--- src/sv/iatr_pkg.sv ---
`default_nettype none

package iatr_pkg;

   // Fixed field widths
   localparam int MODE_W     = 3;
   localparam int DIM_FLD_W  = 13;
   localparam int SCL_FLD_W  = 4;
   localparam int PIX_W      = 24;
   localparam int IDX_W      = 30;
   localparam int ODIM_W     = 16;
   localparam int CSR_IDX_W  = 4;
   localparam int CSR_DATA_W = 13;

   // Mode codes
   localparam logic [MODE_W-1:0] MODE_ENLARGE = 3'd0;
   localparam logic [MODE_W-1:0] MODE_ROT_CW  = 3'd1;
   localparam logic [MODE_W-1:0] MODE_ROT_CCW = 3'd2;
   localparam logic [MODE_W-1:0] MODE_MIRROR  = 3'd3;
   localparam logic [MODE_W-1:0] MODE_HALF    = 3'd4;

   // Register indexes
   localparam logic [CSR_IDX_W-1:0] CSR_MODE     = 4'd0;
   localparam logic [CSR_IDX_W-1:0] CSR_SRC_ROWS = 4'd1;
   localparam logic [CSR_IDX_W-1:0] CSR_SRC_COLS = 4'd2;
   localparam logic [CSR_IDX_W-1:0] CSR_SCALE    = 4'd3;

   typedef struct packed {
      logic [MODE_W-1:0]    mode;
      logic [DIM_FLD_W-1:0] src_rows;
      logic [DIM_FLD_W-1:0] src_cols;
      logic [SCL_FLD_W-1:0] scale;
   } cfg_type;

   typedef enum logic [1:0] {
      ST_IDLE,
      ST_SCALE,
      ST_MULT,
      ST_EMIT
   } state_type;

   typedef struct packed {
      logic load;   // take pixel, advance counters
      logic scale;  // scaled operands and frame size
      logic mult;   // base index product
      logic step;   // result transfer done, next copy
   } ctrl_cmd_type;

   typedef struct packed {
      logic last;   // current result is the last of its pixel
   } ctrl_sts_type;

endpackage

`default_nettype wire

--- src/sv/image_transform_address_remap_top.sv ---
`default_nettype none

// Channel   Direction  Handshake            Payload
// req_      in         req_valid/req_stall  pixel_in
// rsp_      out        rsp_valid/rsp_stall  dest_index, pixel_out, run_last,
//                                           frame_last, out_rows, out_cols
// csr_      in         csr_valid/csr_ready  csr_index, csr_data
//
// One pixel at a time. After the input transfer, the scale state registers
// the scaled operands, the mult state forms the base index with one multiply,
// then results go out: scale*scale per pixel in enlarge, one otherwise.
// Output stalls hold the current result and the sequencer in place.
// Reset (synchronous) loads mode 0, 1x1 frame, scale 1, counters at zero.
// Any mapped register write restarts the frame; csr_ready is always high.

module image_transform_address_remap_top
   import iatr_pkg::*;
#(
   parameter int MAX_DIM   = 4096,
   parameter int MAX_SCALE = 8
)
(
   input  wire logic                  clock,
   input  wire logic                  reset,
   // source pixels
   input  wire logic                  req_valid,
   output logic                       req_stall,
   input  wire logic [PIX_W-1:0]      req_pixel_in,
   // remapped results
   output logic                       rsp_valid,
   input  wire logic                  rsp_stall,
   output logic [IDX_W-1:0]           rsp_dest_index,
   output logic [PIX_W-1:0]           rsp_pixel_out,
   output logic                       rsp_run_last,
   output logic                       rsp_frame_last,
   output logic [ODIM_W-1:0]          rsp_out_rows,
   output logic [ODIM_W-1:0]          rsp_out_cols,
   // register writes
   input  wire logic                  csr_valid,
   output logic                       csr_ready,
   input  wire logic [CSR_IDX_W-1:0]  csr_index,
   input  wire logic [CSR_DATA_W-1:0] csr_data
);

   cfg_type      cfg;
   logic         cfg_wr;
   ctrl_cmd_type cmd;
   ctrl_sts_type sts;

   // mode, frame size and scale registers
   iatr_csr u_csr (
      .clock     (clock),
      .reset     (reset),
      .csr_valid (csr_valid),
      .csr_ready (csr_ready),
      .csr_index (csr_index),
      .csr_data  (csr_data),
      .cfg       (cfg),
      .cfg_wr    (cfg_wr)
   );

   // sequencer: idle -> scale -> mult -> emit (repeats per copy)
   iatr_ctrl u_ctrl (
      .clock     (clock),
      .reset     (reset),
      .req_valid (req_valid),
      .req_stall (req_stall),
      .rsp_valid (rsp_valid),
      .rsp_stall (rsp_stall),
      .sts       (sts),
      .cmd       (cmd)
   );

   // counters, index arithmetic and result registers
   iatr_dp #(
      .MAX_DIM   (MAX_DIM),
      .MAX_SCALE (MAX_SCALE)
   ) u_dp (
      .clock          (clock),
      .reset          (reset),
      .cfg            (cfg),
      .cfg_wr         (cfg_wr),
      .cmd            (cmd),
      .sts            (sts),
      .req_pixel_in   (req_pixel_in),
      .rsp_dest_index (rsp_dest_index),
      .rsp_pixel_out  (rsp_pixel_out),
      .rsp_run_last   (rsp_run_last),
      .rsp_frame_last (rsp_frame_last),
      .rsp_out_rows   (rsp_out_rows),
      .rsp_out_cols   (rsp_out_cols)
   );

endmodule

`default_nettype wire

--- src/sv/iatr_csr.sv ---
`default_nettype none

module iatr_csr
   import iatr_pkg::*;
(
   input  wire logic                  clock,
   input  wire logic                  reset,
   input  wire logic                  csr_valid,
   output logic                       csr_ready,
   input  wire logic [CSR_IDX_W-1:0]  csr_index,
   input  wire logic [CSR_DATA_W-1:0] csr_data,
   output cfg_type                    cfg,
   output logic                       cfg_wr
);

   cfg_type cfg_ff, cfg_in;
   logic    hit;

   assign csr_ready = 1'b1;

   always_comb begin
      cfg_in = cfg_ff;
      hit    = 1'b0;
      case (csr_index)
         CSR_MODE: begin
            cfg_in.mode = csr_data[MODE_W-1:0];
            hit = 1'b1;
         end
         CSR_SRC_ROWS: begin
            cfg_in.src_rows = csr_data[DIM_FLD_W-1:0];
            hit = 1'b1;
         end
         CSR_SRC_COLS: begin
            cfg_in.src_cols = csr_data[DIM_FLD_W-1:0];
            hit = 1'b1;
         end
         CSR_SCALE: begin
            cfg_in.scale = csr_data[SCL_FLD_W-1:0];
            hit = 1'b1;
         end
         default: begin
            hit = 1'b0;
         end
      endcase
   end

   always_ff @(posedge clock) begin
      if (reset) begin
         cfg_ff.mode     <= MODE_ENLARGE;
         cfg_ff.src_rows <= DIM_FLD_W'(1);
         cfg_ff.src_cols <= DIM_FLD_W'(1);
         cfg_ff.scale    <= SCL_FLD_W'(1);
      end else if (csr_valid && hit) begin
         cfg_ff <= cfg_in;
      end
   end

   assign cfg    = cfg_ff;
   assign cfg_wr = csr_valid & hit;

endmodule

`default_nettype wire

--- src/sv/iatr_ctrl.sv ---
`default_nettype none

module iatr_ctrl
   import iatr_pkg::*;
(
   input  wire logic   clock,
   input  wire logic   reset,
   input  wire logic   req_valid,
   output logic        req_stall,
   output logic        rsp_valid,
   input  wire logic   rsp_stall,
   input  wire ctrl_sts_type sts,
   output ctrl_cmd_type cmd
);

   state_type state_ff, state_in;

   always_comb begin
      state_in = state_ff;
      case (state_ff)
         ST_IDLE:  if (req_valid) state_in = ST_SCALE;
         ST_SCALE: state_in = ST_MULT;
         ST_MULT:  state_in = ST_EMIT;
         ST_EMIT:  if (!rsp_stall && sts.last) state_in = ST_IDLE;
         default:  state_in = ST_IDLE;
      endcase
   end

   always_comb begin
      req_stall = (state_ff != ST_IDLE);
      rsp_valid = (state_ff == ST_EMIT);
      cmd.load  = (state_ff == ST_IDLE) && req_valid;
      cmd.scale = (state_ff == ST_SCALE);
      cmd.mult  = (state_ff == ST_MULT);
      cmd.step  = (state_ff == ST_EMIT) && !rsp_stall;
   end

   always_ff @(posedge clock) begin
      if (reset) begin
         state_ff <= ST_IDLE;
      end else begin
         state_ff <= state_in;
      end
   end

endmodule

`default_nettype wire

--- src/sv/iatr_dp.sv ---
`default_nettype none

module iatr_dp
   import iatr_pkg::*;
#(
   parameter int MAX_DIM   = 4096,
   parameter int MAX_SCALE = 8
)
(
   input  wire logic             clock,
   input  wire logic             reset,
   input  wire cfg_type          cfg,
   input  wire logic             cfg_wr,
   input  wire ctrl_cmd_type     cmd,
   output ctrl_sts_type          sts,
   input  wire logic [PIX_W-1:0] req_pixel_in,
   output logic [IDX_W-1:0]      rsp_dest_index,
   output logic [PIX_W-1:0]      rsp_pixel_out,
   output logic                  rsp_run_last,
   output logic                  rsp_frame_last,
   output logic [ODIM_W-1:0]     rsp_out_rows,
   output logic [ODIM_W-1:0]     rsp_out_cols
);

   localparam int DIM_W = $clog2(MAX_DIM + 1);
   localparam int CNT_W = $clog2(MAX_DIM);
   localparam int SCL_W = $clog2(MAX_SCALE + 1);
   localparam int SD_W  = DIM_W + SCL_W;
   localparam int PR_W  = 2 * SD_W;

   // clamped configuration
   logic [DIM_W-1:0] rows, cols;
   logic [SCL_W-1:0] scl;

   always_comb begin
      if (cfg.src_rows == '0) rows = DIM_W'(1);
      else if (32'(cfg.src_rows) > 32'(MAX_DIM)) rows = DIM_W'(MAX_DIM);
      else rows = DIM_W'(cfg.src_rows);
      if (cfg.src_cols == '0) cols = DIM_W'(1);
      else if (32'(cfg.src_cols) > 32'(MAX_DIM)) cols = DIM_W'(MAX_DIM);
      else cols = DIM_W'(cfg.src_cols);
      if (cfg.scale == '0) scl = SCL_W'(1);
      else if (32'(cfg.scale) > 32'(MAX_SCALE)) scl = SCL_W'(MAX_SCALE);
      else scl = SCL_W'(cfg.scale);
   end

   // position counters
   logic [CNT_W-1:0] row_ff, row_in, col_ff, col_in;
   logic             col_end, row_end;

   assign col_end = (col_ff == CNT_W'(cols - DIM_W'(1)));
   assign row_end = (row_ff == CNT_W'(rows - DIM_W'(1)));

   always_comb begin
      row_in = row_ff;
      col_in = col_ff;
      if (col_end) begin
         col_in = '0;
         row_in = row_end ? '0 : row_ff + CNT_W'(1);
      end else begin
         col_in = col_ff + CNT_W'(1);
      end
   end

   always_ff @(posedge clock) begin
      if (reset || cfg_wr) begin
         row_ff <= '0;
         col_ff <= '0;
      end else if (cmd.load) begin
         row_ff <= row_in;
         col_ff <= col_in;
      end
   end

   // captured item
   logic [PIX_W-1:0] pix_ff;
   logic [CNT_W-1:0] r_ff, c_ff;
   logic             fend_ff;

   always_ff @(posedge clock) begin
      if (cmd.load) begin
         pix_ff  <= req_pixel_in;
         r_ff    <= row_ff;
         c_ff    <= col_ff;
         fend_ff <= row_end && col_end;
      end
   end

   // stage 1: small products and operand select, idx = a*b + d
   logic [SD_W-1:0]   rs, cs, rsd, csd;
   logic [SD_W-1:0]   a_in, b_in, d_in;
   logic [ODIM_W-1:0] orows_in, ocols_in;
   logic [SCL_W-1:0]  seff_in;
   logic [SD_W-1:0]   rx, cx, rowsx, colsx;

   assign rx    = SD_W'(r_ff);
   assign cx    = SD_W'(c_ff);
   assign rowsx = SD_W'(rows);
   assign colsx = SD_W'(cols);
   assign rs    = rx * SD_W'(scl);
   assign cs    = cx * SD_W'(scl);
   assign rsd   = rowsx * SD_W'(scl);
   assign csd   = colsx * SD_W'(scl);

   always_comb begin
      seff_in  = SCL_W'(1);
      orows_in = ODIM_W'(rows);
      ocols_in = ODIM_W'(cols);
      case (cfg.mode)
         MODE_ENLARGE: begin
            a_in     = rs;
            b_in     = csd;
            d_in     = cs;
            orows_in = ODIM_W'(rsd);
            ocols_in = ODIM_W'(csd);
            seff_in  = scl;
         end
         MODE_ROT_CW: begin
            a_in     = colsx - SD_W'(1) - cx;
            b_in     = rowsx;
            d_in     = rx;
            orows_in = ODIM_W'(cols);
            ocols_in = ODIM_W'(rows);
         end
         MODE_ROT_CCW: begin
            a_in     = cx;
            b_in     = rowsx;
            d_in     = rowsx - SD_W'(1) - rx;
            orows_in = ODIM_W'(cols);
            ocols_in = ODIM_W'(rows);
         end
         MODE_MIRROR: begin
            a_in = rx;
            b_in = colsx;
            d_in = colsx - SD_W'(1) - cx;
         end
         MODE_HALF: begin
            a_in = rowsx - SD_W'(1) - rx;
            b_in = colsx;
            d_in = colsx - SD_W'(1) - cx;
         end
         default: begin
            // unused codes: straight copy
            a_in = rx;
            b_in = colsx;
            d_in = cx;
         end
      endcase
   end

   logic [SD_W-1:0]   a_ff, b_ff, d_ff;
   logic [ODIM_W-1:0] orows_ff, ocols_ff;
   logic [SCL_W-1:0]  seff_ff;
   logic [IDX_W-1:0]  rstep_ff;

   always_ff @(posedge clock) begin
      if (cmd.scale) begin
         a_ff     <= a_in;
         b_ff     <= b_in;
         d_ff     <= d_in;
         orows_ff <= orows_in;
         ocols_ff <= ocols_in;
         seff_ff  <= seff_in;
         rstep_ff <= IDX_W'(csd);
      end
   end

   // stage 2: base index, then copies walk x inner, y outer
   logic [PR_W-1:0]  prod;
   logic [IDX_W-1:0] base_ff, base_in;
   logic [SCL_W-1:0] x_ff, x_in, y_ff, y_in;
   logic             x_end, y_end;

   assign prod  = PR_W'(a_ff) * PR_W'(b_ff);
   assign x_end = (x_ff == seff_ff - SCL_W'(1));
   assign y_end = (y_ff == seff_ff - SCL_W'(1));

   always_comb begin
      base_in = base_ff;
      x_in    = x_ff;
      y_in    = y_ff;
      if (cmd.mult) begin
         base_in = IDX_W'(prod) + IDX_W'(d_ff);
         x_in    = '0;
         y_in    = '0;
      end else if (cmd.step) begin
         if (x_end) begin
            x_in    = '0;
            y_in    = y_ff + SCL_W'(1);
            base_in = base_ff + rstep_ff;
         end else begin
            x_in = x_ff + SCL_W'(1);
         end
      end
   end

   always_ff @(posedge clock) begin
      base_ff <= base_in;
      x_ff    <= x_in;
      y_ff    <= y_in;
   end

   assign sts.last       = x_end && y_end;
   assign rsp_dest_index = base_ff + IDX_W'(x_ff);
   assign rsp_pixel_out  = pix_ff;
   assign rsp_run_last   = sts.last;
   assign rsp_frame_last = sts.last && fend_ff;
   assign rsp_out_rows   = orows_ff;
   assign rsp_out_cols   = ocols_ff;

endmodule

`default_nettype wire

--- config.mk ---
export PLATFORM = sky130hd
export DESIGN_NAME = image_transform_address_remap_top
export DESIGN_NICKNAME = d
export VERILOG_FILES = /design/src/sv/iatr_pkg.sv /design/src/sv/image_transform_address_remap_top.sv /design/src/sv/iatr_csr.sv /design/src/sv/iatr_ctrl.sv /design/src/sv/iatr_dp.sv
export SDC_FILE = /design/constraint.sdc
export NUM_CORES = 2
export LEC_CHECK = 0
export ABC_CLOCK_PERIOD_IN_PS = 9000
export BUFFER_PORTS_ARGS = -buffer_cell sky130_fd_sc_hd__buf_2
export CAP_MARGIN = 20
export CORE_UTILIZATION = 52
export DETAILED_ROUTE_END_ITERATION = 12
export GPL_ROUTABILITY_DRIVEN = 0
export PLACE_DENSITY = 0.72
export SLEW_MARGIN = 20
export SYNTH_ARGS = -nofsm -noshare
export SYNTH_HDL_FRONTEND = slang
export SYNTH_HIERARCHICAL = 1
export SYNTH_SLANG_ARGS = --single-unit
--- constraint.sdc ---
create_clock -name clock -period 9 [get_ports clock]
set_clock_uncertainty 0.2 [all_clocks]
set_input_delay 1.8 -clock clock [delete_from_list [all_inputs] [get_ports clock]]
set_output_delay 1.8 -clock clock [all_outputs]
set_load 0.02 [all_outputs]
==> impl_metrics.tcl <==
set metrics [dict create \
    grt_antenna_before_repair 4 \
    r2r_start "u_dp/b_ff[7]$_DFFE_PP_" \
    cts-root-buf "clkbuf_16" \
    yosysUniqueCellTypes 102 \
    num-fill-cells 5036 \
    synthArstFlopShare_pct 0 \
    r2r_slack_ns 2.05 \
    drive_gt1_share_pct 7.07 \
    holdPathEnd "u_csr/cfg[2]$_SDFFE_PP0P_" \
    drv_cap 0 \
    tritoncts "yes" \
    period_needed_ns 6.95 \
    hold_viol 0 \
    core_um2 55600 \
    clk_pin_slew_ns 0.06 \
    dieArea_um2 57700 \
    cts.sinks 234 \
    cp-start-kind "flip-flop" \
    synth_common_cells "inv_1 (484), nand2_1 (427), fa_1 (324), ha_1 (224), nor2_1 (208)" \
    cp.required_ns 9.08 \
    area_growth_pct 6.82 \
    grt_use_total_pct 28.8 \
    fmax_mhz 144 \
    synth_ff_type "edfxtp_1" \
    routedWlPerCell_um 19.7 \
    yosys.area.top_type_share_pct 22.0 \
    clkLatencyLatePin_ns 0.58 \
    tightest_slew_ns 1.11 \
    synth_edf_count 167 \
    vias 23742 \
    setup-tns-final_ns 0 \
    finalWirelength_um 81600 \
    hold_buffers 0 \
    nets 3968 \
    grt_max_degree 71 \
    first_pass_iters 6 \
    startpoint "u_dp/b_ff[7]$_DFFE_PP_" \
    r2r-end "u_dp/base_ff[29]$_DFFE_PP_" \
    postCtsResizedCells 0 \
    fp.dieW_um 240 \
    cts.path.max_buffers 3 \
    cpMostUsedCell "fa_1" \
    rsz0062_at_grt "false" \
    start_util_pct 53.0 \
    io_buffer_count 135 \
    grt_overflow 0 \
    cpPeakStageDelay_ns 0.66 \
    io-pin-count 137 \
    grt_pass1_wl_um 129000 \
    maxSlewHeadroom_pct 25.9 \
    grt_pass1_vias 23388 \
    hold_depth 2 \
    drc 0 \
    post_cts_buffers 0 \
    syn-num-nets 3937 \
    syn_area_um2 29500 \
    syn_avg_cell_area_um2 8.83 \
    ant_nets 0 \
    critPathSlowestCell "edfxtp_1" \
    reg2reg_depth 21 \
    outcome "complete, no violations" \
    ctsHtreeMaxLevel 1 \
    crit_type "flip-flop to flip-flop" \
    hold_path.class "flip-flop to flip-flop" \
    min_from "u_csr/cfg[2]$_SDFFE_PP0P_" \
    die_h_um 240 \
    syn_inst 3343 \
    synth.area.top_cells "fa_1 (22%), edfxtp_1 (17%), ha_1 (9.5%)" \
    dp_hpwl_um 64300 \
    cts_buffers 27 \
    core.rowCount 86 \
    yosys_warnings 6 \
    drv_slew 0 \
    post-route-period-util_pct 77.2 \
    critPathCaptureType "flip-flop" \
    cp_data_arrival_time_ns 7.03 \
    drt-initial-drc-count 2310 \
    post-synth-top-count-cell "inv_1" \
    crit_fanout 18 \
    ys_ff_latch 234 \
    setup_violations 0 \
    crit_chain "and2_1 > fa_1 > inv_1 > fa_1 > fa_1 > fa_1 > inv_1 > fa_1 > inv_1 > fa_1 > inv_1 > ha_1 > a21o_1 > a21o_1 > a311oi_1 > o31ai_1 > a211oi_1 > o21ai_0 > a21oi_1 > xnor2_1 > mux2i_1" \
    ys_seq_area_share_pct 21.5 \
    routed_via_density 5.73 \
    yosysTopAreaCell "fa_1" \
]
## logic make-up (layout without fill, tap and decap cells)
logic type      Yosys count  after routing  synth area share (%)
simple gates           1152           1152                  19.2
buf+inv                 641            692                  8.46
fa+ha+maj               548            548                  31.5
compound gates          506            506                  11.1
flops                   234            234                  21.5
xor+xnor                201            201                  6.08
mux                      60             60                  2.11
other cells               1              3                0.0127
## cell usage in the layout (no fill, tap or decap), types with 16 or more instances in the layout
| master | n |
|---|---|
| o21ai_0 | 123 |
| nor2b_1 | 47 |
| xor2_1 | 88 |
| and3_1 | 20 |
| inv_1 | 484 |
| nor2_1 | 208 |
| mux2i_1 | 54 |
| or3_1 | 30 |
| and2_1 | 163 |
| a211oi_1 | 24 |
| nand2b_1 | 75 |
| edfxtp_1 | 167 |
| xnor2_1 | 110 |
| a21oi_1 | 130 |
| fa_1 | 324 |
| buf_4 | 21 |
| o22ai_1 | 25 |
| nand3_1 | 45 |
| a21o_1 | 30 |
| nor3_1 | 49 |
| buf_2 | 135 |
| o21a_1 | 16 |
| dfxtp_1 | 65 |
| nand2_1 | 427 |
| clkbuf_16 | 29 |
| nand4_1 | 21 |
| ha_1 | 222 |
## per-layer routing
metal | track usage [%] | up-vias | wire, um
met5 | 0 | - | 8
met1 | 38.5 | 11367 | 33700
met2 | 46.6 | 1109 | 36900
met3 | 4.76 | 207 | 7250
li1 | - | 11057 | -
met4 | 11.5 | 2 | 3730
## per-stage QoR
step / instance area [um2] / setup slack (ns) / cells / utilization [%] / hold WS, ns
after floorplan: 29500 / 2.50 / 3343 / - / 0.203
after global placement: 30600 / 2.17 / 4093 / 55.1 / 0.305
after detailed placement: 30600 / 2.09 / 4093 / 55.1 / 0.306
after CTS: 31500 / 2.09 / 4142 / 56.7 / 0.318
after global routing: 31500 / 1.69 / 4142 / 56.7 / 0.340
final: 31500 / 2.05 / 4144 / 56.7 / 0.311
## area by class of cell
| cell class | instances | area (um2) | area share (%) |
|---|---|---|---|
| diodes | 2 | 5.00 | 0.0159 |
| well taps | 748 | 936 | 2.97 |
| flip-flops and latches | 234 | 6360 | 20.2 |
| clock inverters | 8 | 72.6 | 0.230 |
| inverters | 487 | 1830 | 5.80 |
| clock buffers | 41 | 811 | 2.57 |
| multi-input cells | 2468 | 20700 | 65.6 |
| repair buffers | 156 | 833 | 2.64 |
## registers in the layout, summed over array words and instances, names as in the netlist
register and flops:
u_csr/cfg 33, u_ctrl/state_ff 2, u_dp/a_ff 17, u_dp/b_ff 17, u_dp/base_ff 30, u_dp/c_ff 12
u_dp/col_ff 12, u_dp/d_ff 17, u_dp/fend_ff 1, u_dp/r_ff 12, u_dp/row_ff 12, u_dp/rsp_out_rows 16
u_dp/rsp_pixel_out 24, u_dp/rstep_ff 17, u_dp/seff_ff 4, u_dp/x_ff 4, u_dp/y_ff 4
## worst max path at each step
stage | cells after the start | endpoint
finish | 21 | u_dp/base_ff[29]$_DFFE_PP_
global route | 21 | u_dp/base_ff[29]$_DFFE_PP_
CTS | 21 | u_dp/base_ff[29]$_DFFE_PP_
detailed placement | 21 | u_dp/base_ff[29]$_DFFE_PP_
global placement | 21 | u_dp/base_ff[29]$_DFFE_PP_
floorplan | 23 | u_dp/base_ff[29]$_DFFE_PP_
## critical path: cells and delay by family, from the launching register on
family                   cells  cell delay [ns]
adder cells (fa/ha/maj)      7             3.44
AO/OA/AOI/OAI                7             1.65
flip-flops                   1             0.66
AND/OR/NAND/NOR              1             0.30
buffers and inverters        4             0.19
XOR/XNOR                     1             0.14
multiplexers                 1             0.09
Power is not shown: default switching activity piles up to over one toggle a cycle in this logic, so the estimate is an artifact.
